File: src/rtl/core/oahi_pkg.sv
// oahi_pkg: shared types and constants for the open-addressing hash insert unit
// no dependencies
`timescale 1ns / 1ps

package oahi_pkg;

    localparam int KEY_W   = 31;
    localparam int VAL_W   = 31;
    localparam int SIZE_W  = 11;
    localparam int MODE_W  = 2;
    localparam int SLOT_W  = 10;
    localparam int CFG_W   = 11;
    localparam int CIDX_W  = 1;

    localparam logic [CIDX_W-1:0] CFG_TABLE_SIZE = 1'b0;
    localparam logic [CIDX_W-1:0] CFG_PROBE_MODE = 1'b1;

    localparam logic [MODE_W-1:0] MODE_LINEAR    = 2'd0;
    localparam logic [MODE_W-1:0] MODE_QUADRATIC = 2'd1;
    localparam logic [MODE_W-1:0] MODE_DOUBLE    = 2'd2;

    localparam logic CMD_INSERT = 1'b0;
    localparam logic CMD_CLEAR  = 1'b1;

    typedef struct packed {
        logic             command;
        logic [KEY_W-1:0] key;
        logic [VAL_W-1:0] value;
    } t_in_item;

    typedef struct packed {
        logic              inserted;
        logic [SLOT_W-1:0] slot;
    } t_out_item;

    // controller to datapath
    typedef struct packed {
        logic load;       // capture transaction, start modulo
        logic mod_step;   // one restoring division step
        logic probe_init; // set up probe counter and position
        logic rd;         // issue memory read at current position
        logic probe_next; // advance to next probe position
        logic wr;         // write value at current position
        logic clr_start;  // start clearing sweep
        logic clr_step;   // clear one entry
        logic res_ok;     // capture successful result
        logic res_fail;   // capture empty result
    } t_dp_cmd;

    // datapath to controller
    typedef struct packed {
        logic mod_done;
        logic slot_empty;
        logic last_probe;
        logic clr_done;
        logic is_clear;
    } t_dp_sts;

endpackage

File: src/rtl/core/oahi_ctrl.sv
// oahi_ctrl: sequencer for modulo, probe loop, clearing sweep and handshakes
// depends on oahi_pkg
`timescale 1ns / 1ps

module oahi_ctrl (
    input  logic              i_clk,
    input  logic              i_rst_n,
    input  logic              i_in_valid,
    output logic              o_in_ready,
    output logic              o_out_valid,
    input  logic              i_out_ready,
    input  oahi_pkg::t_dp_sts i_sts,
    output oahi_pkg::t_dp_cmd o_cmd
);
    import oahi_pkg::*;

    typedef enum logic [7:0] {
        S_RESET_CLR = 8'b0000_0001,
        S_IDLE      = 8'b0000_0010,
        S_MOD       = 8'b0000_0100,
        S_READ      = 8'b0000_1000,
        S_CHECK     = 8'b0001_0000,
        S_CLEAR     = 8'b0010_0000,
        S_DONE      = 8'b0100_0000,
        S_WAIT      = 8'b1000_0000
    } t_state;

    t_state r_state, n_state;
    logic   r_out_valid, n_out_valid;
    logic   w_res_free;

    // result register may be reloaded only once the waiting result leaves
    assign w_res_free = !r_out_valid || i_out_ready;

    // next-state and command logic; output register hand-off: a result may wait while idle
    always_comb begin
        n_state     = r_state;
        n_out_valid = r_out_valid;
        o_cmd       = '0;
        o_in_ready  = 1'b0;
        if (r_out_valid && i_out_ready) begin
            n_out_valid = 1'b0;
        end
        unique case (r_state)
            S_RESET_CLR: begin
                o_cmd.clr_step = 1'b1;
                if (i_sts.clr_done) begin
                    o_cmd.clr_step = 1'b0;
                    n_state = S_IDLE;
                end
            end
            S_IDLE: begin
                o_in_ready = 1'b1;
                if (i_in_valid) begin
                    o_cmd.load = 1'b1;
                    n_state    = S_MOD;
                end
            end
            S_MOD: begin
                if (i_sts.is_clear) begin
                    o_cmd.clr_start = 1'b1;
                    n_state = S_CLEAR;
                end else if (i_sts.mod_done) begin
                    o_cmd.probe_init = 1'b1;
                    n_state = S_READ;
                end else begin
                    o_cmd.mod_step = 1'b1;
                end
            end
            S_READ: begin
                o_cmd.rd = 1'b1;
                n_state  = S_CHECK;
            end
            S_CHECK: begin
                if (!w_res_free) begin
                    n_state = S_CHECK;
                end else if (i_sts.slot_empty) begin
                    o_cmd.wr     = 1'b1;
                    o_cmd.res_ok = 1'b1;
                    n_state = S_DONE;
                end else if (i_sts.last_probe) begin
                    o_cmd.res_fail = 1'b1;
                    n_state = S_DONE;
                end else begin
                    o_cmd.probe_next = 1'b1;
                    n_state = S_READ;
                end
            end
            S_CLEAR: begin
                o_cmd.clr_step = 1'b1;
                if (i_sts.clr_done) begin
                    o_cmd.clr_step = 1'b0;
                    if (w_res_free) begin
                        o_cmd.res_fail = 1'b1;
                        n_state = S_DONE;
                    end
                end
            end
            S_DONE: begin
                n_state = S_WAIT;
            end
            S_WAIT: begin
                if (!r_out_valid || i_out_ready) begin
                    n_out_valid = 1'b1;
                    n_state     = S_IDLE;
                end
            end
            default: n_state = S_IDLE;
        endcase
    end

    always_ff @(posedge i_clk) begin
        if (!i_rst_n) begin
            r_state     <= S_RESET_CLR;
            r_out_valid <= 1'b0;
        end else begin
            r_state     <= n_state;
            r_out_valid <= n_out_valid;
        end
    end

    assign o_out_valid = r_out_valid;

endmodule

File: config.mk
export PLATFORM = sky130hd
export DESIGN_NAME = oahi_ctrl
export DESIGN_NICKNAME = d
export VERILOG_FILES = /design/src/rtl/core/oahi_pkg.sv /design/src/rtl/core/oahi_ctrl.sv
export SDC_FILE = /design/constraint.sdc
export NUM_CORES = 1
export LEC_CHECK = 0
export ABC_CLOCK_PERIOD_IN_PS = 1850
export BUFFER_PORTS_ARGS = -buffer_cell sky130_fd_sc_hd__buf_4
export CORE_MARGIN = 2
export CORE_UTILIZATION = 43
export CTS_CLUSTER_SIZE = 8
export DETAILED_ROUTE_END_ITERATION = 8
export PLACE_DENSITY = 0.72
export SYNTH_ARGS = -nofsm -noshare
export SYNTH_HDL_FRONTEND = slang
export SYNTH_SLANG_ARGS = --single-unit
File: constraint.sdc
create_clock -name i_clk -period 1.85 [get_ports i_clk]
set_clock_uncertainty 0.15 [all_clocks]
set_input_delay 0.0925 -clock i_clk [delete_from_list [all_inputs] [get_ports i_clk]]
set_output_delay 0.0925 -clock i_clk [all_outputs]
set_load 0.01 [all_outputs]
==> results of run 1 <==
[stage by stage]
step	setup TNS (ns)	area, sq um	hold WS [ns]
4_1_cts	-1.759	1225	0.03966
2_1_floorplan	0	670.6	0.01873
3_3_place_gp	-0.07730	974.7	0.1617
3_5_place_dp	-0.1026	974.7	0.1707
[what timing repair did]
| item | CTS |
|---|---|
| setup endpoints to repair | 13 |
| buffers inserted | 14 |
| gates resized for setup | 22 |
| pin swaps | 11 |
| hold endpoints to repair | 5 |
| hold buffers | 3 |
[logic make-up after synthesis]
family                 after synthesis  share of synthesized area
AO/OA/AOI/OAI                       16                     0.2186
XOR/XNOR                             2                    0.02708
buffers and inverters               10                    0.06963
flip-flops                           9                     0.2785
AND/OR/NAND/NOR                     39                     0.4062
[synth_stat cells (2+ instances only)]
master                    count
sky130_fd_sc_hd__a21oi_1      2
sky130_fd_sc_hd__and2_1       3
sky130_fd_sc_hd__and4_1       2
sky130_fd_sc_hd__buf_2        3
sky130_fd_sc_hd__dfxtp_1      9
sky130_fd_sc_hd__inv_1        6
sky130_fd_sc_hd__nand2_1      3
sky130_fd_sc_hd__nand4_1      2
sky130_fd_sc_hd__nor2_1       9
sky130_fd_sc_hd__nor2b_1      2
sky130_fd_sc_hd__nor3_1       3
sky130_fd_sc_hd__nor4b_1      2
sky130_fd_sc_hd__o21ai_0      2
sky130_fd_sc_hd__o21ai_1      2
sky130_fd_sc_hd__xor2_1       2
==> impl_metrics.yaml, run 1 <==
place:
  finalWeightedCongestion: 0.8046
  place_inst: 128
  dp_hpwl_microns: 1595
  numPortBuffers: 20
  detailedPlace.worstSlack_ns: -0.04261
floorplanning:
  die_h_microns: 42.79
  fp.dieW_microns: 42.79
  floorplan.rows: 13
  io_pins: 21
  floorplan.initialDensity: 0.4791
yosys:
  main_synth_ff_type: "sky130_fd_sc_hd__dfxtp_1"
  synth-async-reset-ratio: 0
  synth_area_leaders: "sky130_fd_sc_hd__dfxtp_1, sky130_fd_sc_hd__nor2_1, sky130_fd_sc_hd__a2111oi_4, sky130_fd_sc_hd__inv_1, sky130_fd_sc_hd__nor4_4"
  postSynthCellCount: 76
  yosysSeqAreaShare: 0.2785
  synthDistinctLibCells: 39
  ys_ff_latch: 9
  post-synth-top-area-fraction: 0.2785
  synth_area_leader_cell: "sky130_fd_sc_hd__dfxtp_1"
  mappedNetlistNets: 85
  synth-warning-count: 0
  syn_area_sq_um: 646.9
  syn-mean-instance-area_sq_um: 8.511
  synth_edf_count: 0
sta:
  worst_endpoint_kind: "primary output"
  globalroute.repair_timing.worst_endpoint: "o_cmd[5]"
grt:
  grt_start_max_net_pins: 8
outcome:
  outcome.stop_stage: "5_1_grt"
  status: "did not finish"
  first-error: "[ERROR DPL-0038] Utilization greater than 100%, impossible to legalize"
cts:
  clock-sinks: 9
  cts-htree-levels: 1
  ctsLongestPathBuffers: 2
  cts_buffers: 3
  cts_root_buf: "sky130_fd_sc_hd__clkbuf_4"
==> run 2, diff against run 1 <==
==> config.mk (replaced) <==
export PLATFORM = sky130hd
export DESIGN_NAME = oahi_ctrl
export DESIGN_NICKNAME = d
export VERILOG_FILES = /design/src/rtl/core/oahi_pkg.sv /design/src/rtl/core/oahi_ctrl.sv
export SDC_FILE = /design/constraint.sdc
export NUM_CORES = 1
export LEC_CHECK = 0
export ABC_CLOCK_PERIOD_IN_PS = 2400
export BUFFER_PORTS_ARGS = -buffer_cell sky130_fd_sc_hd__buf_4
export CORE_AREA = 2 2 63 65
export DETAILED_ROUTE_END_ITERATION = 8
export DIE_AREA = 0 0 65 67
export PLACE_DENSITY_LB_ADDON = 0.15
export SYNTH_ARGS = -nofsm -noshare
export SYNTH_HDL_FRONTEND = slang
export SYNTH_SLANG_ARGS = --single-unit
==> constraint.sdc (replaced) <==
create_clock -name i_clk -period 2.4 [get_ports i_clk]
set_clock_uncertainty 0.15 [all_clocks]
set_input_delay 0.12 -clock i_clk [delete_from_list [all_inputs] [get_ports i_clk]]
set_output_delay 0.12 -clock i_clk [all_outputs]
set_load 0.01 [all_outputs]
==> run 2 against run 1 <==
Effect of this change: the flow now finishes without violations; synthesized cell count did not move; area after synthesis unchanged.
==> impl_metrics.yaml, run 2 <==
cells_and_area:
  final_util: 0.2578
  area_delta_synth_final_pct: 43.71
  design.final.nets: 112
  layout.filler_cells: 390
  seq_area_sq_um: 180.2
  layout_common_cells: "sky130_fd_sc_hd__buf_4, sky130_fd_sc_hd__nor2_1, sky130_fd_sc_hd__dfxtp_1"
  insertedDiodeCount: 0
  drive_above_1_share: 0.3529
  regMostFlops: "r_state"
  largest_register_ffs: 8
  mostFrequentLayoutCell: "sky130_fd_sc_hd__buf_4"
  multiInputGateArea_sq_um: 421.7
floorplanning:
  die_h_microns: 67
  io_pins: 21
  fp.dieW_microns: 65
  floorplan.rows: 22
  coreArea_sq_um: 3606
  die-area_sq_um: 4355
  floorplan.initialDensity: 0.1794
grt:
  antenna_found_initial: 0
  grt_use_total: 0.08330
  grt_first_pass_wirelength_microns: 2684
  number_of_global_route_vias_before_repair: 609
  overflow: 0
  grt_start_max_net_pins: 9
yosys:
  synthTopCellsByCount: "sky130_fd_sc_hd__dfxtp_1, sky130_fd_sc_hd__nor2_1, sky130_fd_sc_hd__inv_1"
  post-synth-top-area-fraction: 0.2785
  synth-async-reset-ratio: 0
  synthDistinctLibCells: 39
  mappedNetlistNets: 85
  yosysSeqAreaShare: 0.2785
  synth_area_leaders: "sky130_fd_sc_hd__dfxtp_1, sky130_fd_sc_hd__nor2_1, sky130_fd_sc_hd__a2111oi_4, sky130_fd_sc_hd__inv_1, sky130_fd_sc_hd__nor4_4"
  main_synth_ff_type: "sky130_fd_sc_hd__dfxtp_1"
  synth_edf_count: 0
  postSynthCellCount: 76
  syn-mean-instance-area_sq_um: 8.511
  ys_ff_latch: 9
  synth-warning-count: 0
  synth_area_leader_cell: "sky130_fd_sc_hd__dfxtp_1"
  syn_area_sq_um: 646.9
power:
  max-vdd-ir-drop_uv: 132.5
  power.density_cell_area_nw_per_um2: 439.2
  leakage_dissipation_nw: 0.4136
cts:
  clkLatencyLatePin_ns: 0.23
  cts_clock_pin_slew_for_the_worst_setup_and_hold_paths_ns: 0.04
  clock-sinks: 9
  post_cts_resized: 0
  cts_root_buf: "sky130_fd_sc_hd__clkbuf_8"
  cts_buffers: 3
  tritoncts: "done"
  ctsLongestPathBuffers: 2
  cts-htree-levels: 1
min_path:
  timing.hold.worst_endpoint: "r_state[5]"
  worstHoldPathCells: 3
  hold_path.startpoint: "i_sts[0]"
  worst_hold_path_type: "input pin to flip-flop"
worst_setup_path:
  endpoint_kind: "output pin"
  reg2reg_from: "r_state[2]"
  timing.critical_path.from_type: "flip-flop"
  r2r.worst_path.cells: 5
  wp_data_required_ns: 2.13
  crit_path_max_delay_cell_type: "sky130_fd_sc_hd__or4_4"
  cp_max_fo: 6
  setup.reg_to_reg.worst_slack_ns: 0.34
  worst_r2r_endpoint: "r_state[1]"
  cpPeakStageDelay_ns: 0.58
  timing_worst_setup_path_type: "flip-flop to output pin"
  critPathArrivalTime_ns: 1.99
  critical_path.cell_chain: "or4_4 -> nor4_4 -> and2b_2 -> nor3b_2 -> buf_4"
sta:
  report.final.setup_viol: 0
  timing_worst_slew_pin_value_ns: 0.4768
  timing_hold_violations_final: 0
  grt_setup_unrepaired: "false"
  report.final.slew_viol_count: 0
  setup_total_negative_slack_ns: 0
  finalHoldWorstSlack_ns: 0.04472
  setup_slack_ns: 0.1437
  timing.max_slew.rel_slack: 0.6795
  fraction_of_the_cycle_the_final_worst_path_needs: 0.9401
  fmaxAchievable_mhz: 443.2
  post-route-min-period_ns: 2.256
place:
  detailedPlace.worstSlack_ns: 0.3564
  dp_hpwl_microns: 1423
  numPortBuffers: 20
  finalWeightedCongestion: 0.7249
job:
  max_capacitance_violation_count: 0
route:
  totalWireLength_microns: 1716
  detail_route.vias_per_cell: 4.353
  first_pass_iters: 4
  ant_nets: 0
  initialDrtViolationCount: 18
  remaining_drc_errors: 0
  detail_route.wl_per_cell_microns: 11.44
  vias: 653
outcome:
  status: "finished, final reports clean"
[run 2: cell counts after synthesis]
Identical to the previous run, type by type.
[run 2: how the worst max path moves through the flow]
| stage | start | end | slack, ns | depth (start not counted) |
|---|---|---|---|---|
| after floorplan | r_state[2] | r_state[3] | 0.46 | 5 |
| after CTS | r_state[2] | o_cmd[5] | 0.10 | 5 |
| after global routing | r_state[2] | o_cmd[5] | 0.006 | 5 |
| after global placement | r_state[2] | o_cmd[5] | 0.35 | 5 |
| final | r_state[2] | o_cmd[5] | 0.14 | 5 |
| after detailed placement | r_state[2] | o_cmd[5] | 0.36 | 5 |
[run 2: final cells by class]
cell class,instances,share of cell area
well taps,48,0.06460
flip-flops and latches,9,0.1938
multi-input cells,57,0.4536
clock buffers,4,0.04845
repair buffers,26,0.2153
inverters,6,0.02423
[run 2: logic make-up (layout without fill, tap and decap cells)]
group	Yosys count	in the layout	share of synthesized area
simple gates	39	39	0.4062
compound gates	16	16	0.2186
buf+inv	10	36	0.06963
flops	9	9	0.2785
xor+xnor	2	2	0.02708
[run 2: through the flow]
stage	instance area (sq um)	std cells	power [mW]
2_1_floorplan	646.9	76	0.1997
3_3_place_gp	864.6	144	0.2330
3_5_place_dp	864.6	144	0.2335
4_1_cts	929.6	150	0.4116
5_1_grt	929.6	150	0.4263
6_report	929.6	150	0.4083
[run 2: power breakdown]
| part | switching (mW) | internal [mW] |
|---|---|---|
| registers | 0.00542 | 0.155 |
| clock network | 0.0589 | 0.116 |
| logic | 0.0376 | 0.0357 |
[run 2: routing by layer]
layer	routed length, microns	part of all wire	up-vias	GRT usage
met5	0	0	-	0
met4	45	0.026	0	0.05585
met3	21	0.012	4	0.01520
met2	930	0.54	7	0.1572
met1	718	0.42	312	0.08258
li1	-	-	330	-
[run 2: what timing repair did]
action | 4_1_cts | 5_1_grt
setup buffers | 0 | 0
endpoints found under the setup margin | 0 | 0
hold buffers | 2 | 0
endpoints found under the hold margin | 2 | 0
[run 2: critical path: cells and delay by family (launching register included)]
family,cells,cell delay [ns]
simple gates,4,1.26
flops,1,0.34
buf+inv,1,0.16
(Power assumes the default switching activity.)
==> run 3, diff against run 2 <==
--- a/config.mk
+++ b/config.mk
@@ -7,10 +7,10 @@
 export LEC_CHECK = 0
 export ABC_CLOCK_PERIOD_IN_PS = 2400
 export BUFFER_PORTS_ARGS = -buffer_cell sky130_fd_sc_hd__buf_4
+export CAP_MARGIN = 20
 export CORE_AREA = 2 2 63 65
 export DETAILED_ROUTE_END_ITERATION = 8
 export DIE_AREA = 0 0 65 67
-export PLACE_DENSITY_LB_ADDON = 0.15
 export SYNTH_ARGS = -nofsm -noshare
 export SYNTH_HDL_FRONTEND = slang
 export SYNTH_SLANG_ARGS = --single-unit
==> run 3 against run 2 <==
Effect of this change: sequential cell count is the same; non-clock buffer count shrank 2; sequential power is essentially flat; design area shrank 1.6%; combinational power shrank 1%; clock power is essentially flat; clock-buffer cell count is the same; power grew 0.15%; final cell count shrank 1.3%; first-iteration DRC count shrank 11%.
==> impl_metrics.yaml, run 3 (synthesized netlist as in run 2, its figures left out) <==
route:
  detail_route.vias_per_cell: 4.561
  initialDrtViolationCount: 16
  ant_nets: 0
  first_pass_iters: 4
  detail_route.wl_per_cell_microns: 11.75
  remaining_drc_errors: 0
  totalWireLength_microns: 1739
  vias: 675
sta:
  timing_hold_violations_final: 0
  fmaxAchievable_mhz: 445.7
  post-route-min-period_ns: 2.244
  fraction_of_the_cycle_the_final_worst_path_needs: 0.9349
  setup_slack_ns: 0.1561
  grt_setup_unrepaired: "false"
  finalHoldWorstSlack_ns: 0.04721
  report.final.slew_viol_count: 0
  setup_total_negative_slack_ns: 0
  report.final.setup_viol: 0
  timing.max_slew.rel_slack: 0.7263
  timing_worst_slew_pin_value_ns: 0.4100
cells_and_area:
  layout_common_cells: "sky130_fd_sc_hd__buf_4, sky130_fd_sc_hd__nor2_1, sky130_fd_sc_hd__dfxtp_1"
  drive_above_1_share: 0.3400
  insertedDiodeCount: 0
  design.final.nets: 110
  multiInputGateArea_sq_um: 421.7
  cell_count_final_fillers_out: 148
  seq_area_sq_um: 180.2
  mostFrequentLayoutCell: "sky130_fd_sc_hd__buf_4"
  regMostFlops: "r_state"
  layout.filler_cells: 388
  final_util: 0.2536
  stdcell_area_sq_um: 914.6
  area_delta_synth_final_pct: 41.39
  largest_register_ffs: 8
grt:
  antenna_found_initial: 0
  grt_use_total: 0.07873
  grt_first_pass_wirelength_microns: 2677
  grt_start_max_net_pins: 11
  overflow: 0
  number_of_global_route_vias_before_repair: 582
cts:
  cts-htree-levels: 1
  tritoncts: "done"
  ctsLongestPathBuffers: 2
  post-cts-setup-buffers: 0
  cts_buffers: 3
  clock-sinks: 9
  cts_clock_pin_slew_for_the_worst_setup_and_hold_paths_ns: 0.05
  post_cts_resized: 0
  clkLatencyLatePin_ns: 0.23
  cts_root_buf: "sky130_fd_sc_hd__clkbuf_8"
worst_setup_path:
  wp_data_required_ns: 2.13
  endpoint_kind: "output pin"
  reg2reg_from: "r_state[2]"
  timing_worst_setup_path_type: "flip-flop to output pin"
  timing.critical_path.from_type: "flip-flop"
  setup.reg_to_reg.worst_slack_ns: 0.30
  critical_path.cell_chain: "or4_4 -> nor4_4 -> and2b_2 -> nor3b_2 -> buf_4"
  cp_max_fo: 6
  r2r.worst_path.cells: 5
  critPathArrivalTime_ns: 1.97
  worst_r2r_endpoint: "r_state[1]"
  crit_path_max_delay_cell_type: "sky130_fd_sc_hd__or4_4"
  cpPeakStageDelay_ns: 0.57
place:
  numPortBuffers: 20
  detailedPlace.worstSlack_ns: 0.3291
  placedInstanceArea_sq_um: 849.6
  finalWeightedCongestion: 0.7181
  place_inst: 142
  dp_hpwl_microns: 1415
power:
  power.density_cell_area_nw_per_um2: 447.0
  power.total_mw: 0.4089
  max-vdd-ir-drop_uv: 227.4
  leakage_dissipation_nw: 0.4027
floorplanning:
  floorplan.initialDensity: 0.1794
  floorplan.rows: 22
  io_pins: 21
  die-area_sq_um: 4355
  die_h_microns: 67
  fp.dieW_microns: 65
  coreArea_sq_um: 3606
min_path:
  timing.hold.worst_endpoint: "r_state[5]"
  worstHoldPathCells: 3
  worst_hold_path_type: "input pin to flip-flop"
  hold_path.startpoint: "i_sts[0]"
outcome:
  status: "finished, final reports clean"
job:
  max_capacitance_violation_count: 0
## run 3: repair_timing
action	4_1_cts	5_1_grt
hold buffers	2	0
setup endpoints to repair	0	0
endpoints found under the hold margin	3	0
## run 3: power by group
group	switching [mW]	total (mW)	internal, mW
clock network	0.0598	0.176	0.116
registers	0.00614	0.161	0.155
logic	0.0367	0.0724	0.0357
total	0.103	0.409	0.306
## run 3: per-layer routing
layer / track usage / routed length (microns) / vias up
li1: - / - / 331
met1: 0.1060 / 811 / 321
met2: 0.1250 / 843 / 21
met3: 0.01689 / 72 / 2
met4: 0.02394 / 12 / 0
met5: 0 / 0 / -
## run 3: cell type report
cell class	count	share of cell area
Inverter	6	0.02462
Timing Repair Buffer	24	0.2025
Tap cell	48	0.06566
Multi-Input combinational cell	57	0.4610
Sequential cell	9	0.1970
Clock buffer	4	0.04925
## run 3: worst max-delay path by stage
stage | endpoint | from | slack (ns) | cells past startpoint
floorplan | r_state[3] | r_state[2] | 0.46 | 5
global placement | r_state[4] | r_state[5] | 0.37 | 5
detailed placement | r_state[1] | r_state[5] | 0.33 | 5
finish | o_cmd[5] | r_state[2] | 0.16 | 5
CTS | o_cmd[5] | r_state[2] | 0.12 | 5
global route | o_cmd[5] | r_state[2] | 0.06 | 5
## run 3: critical path, delay by kind of cell, from the launching register on
kind / cells / cell delay [ns]
simple gates: 4 / 1.25
buf+inv: 1 / 0.16
flops: 1 / 0.34
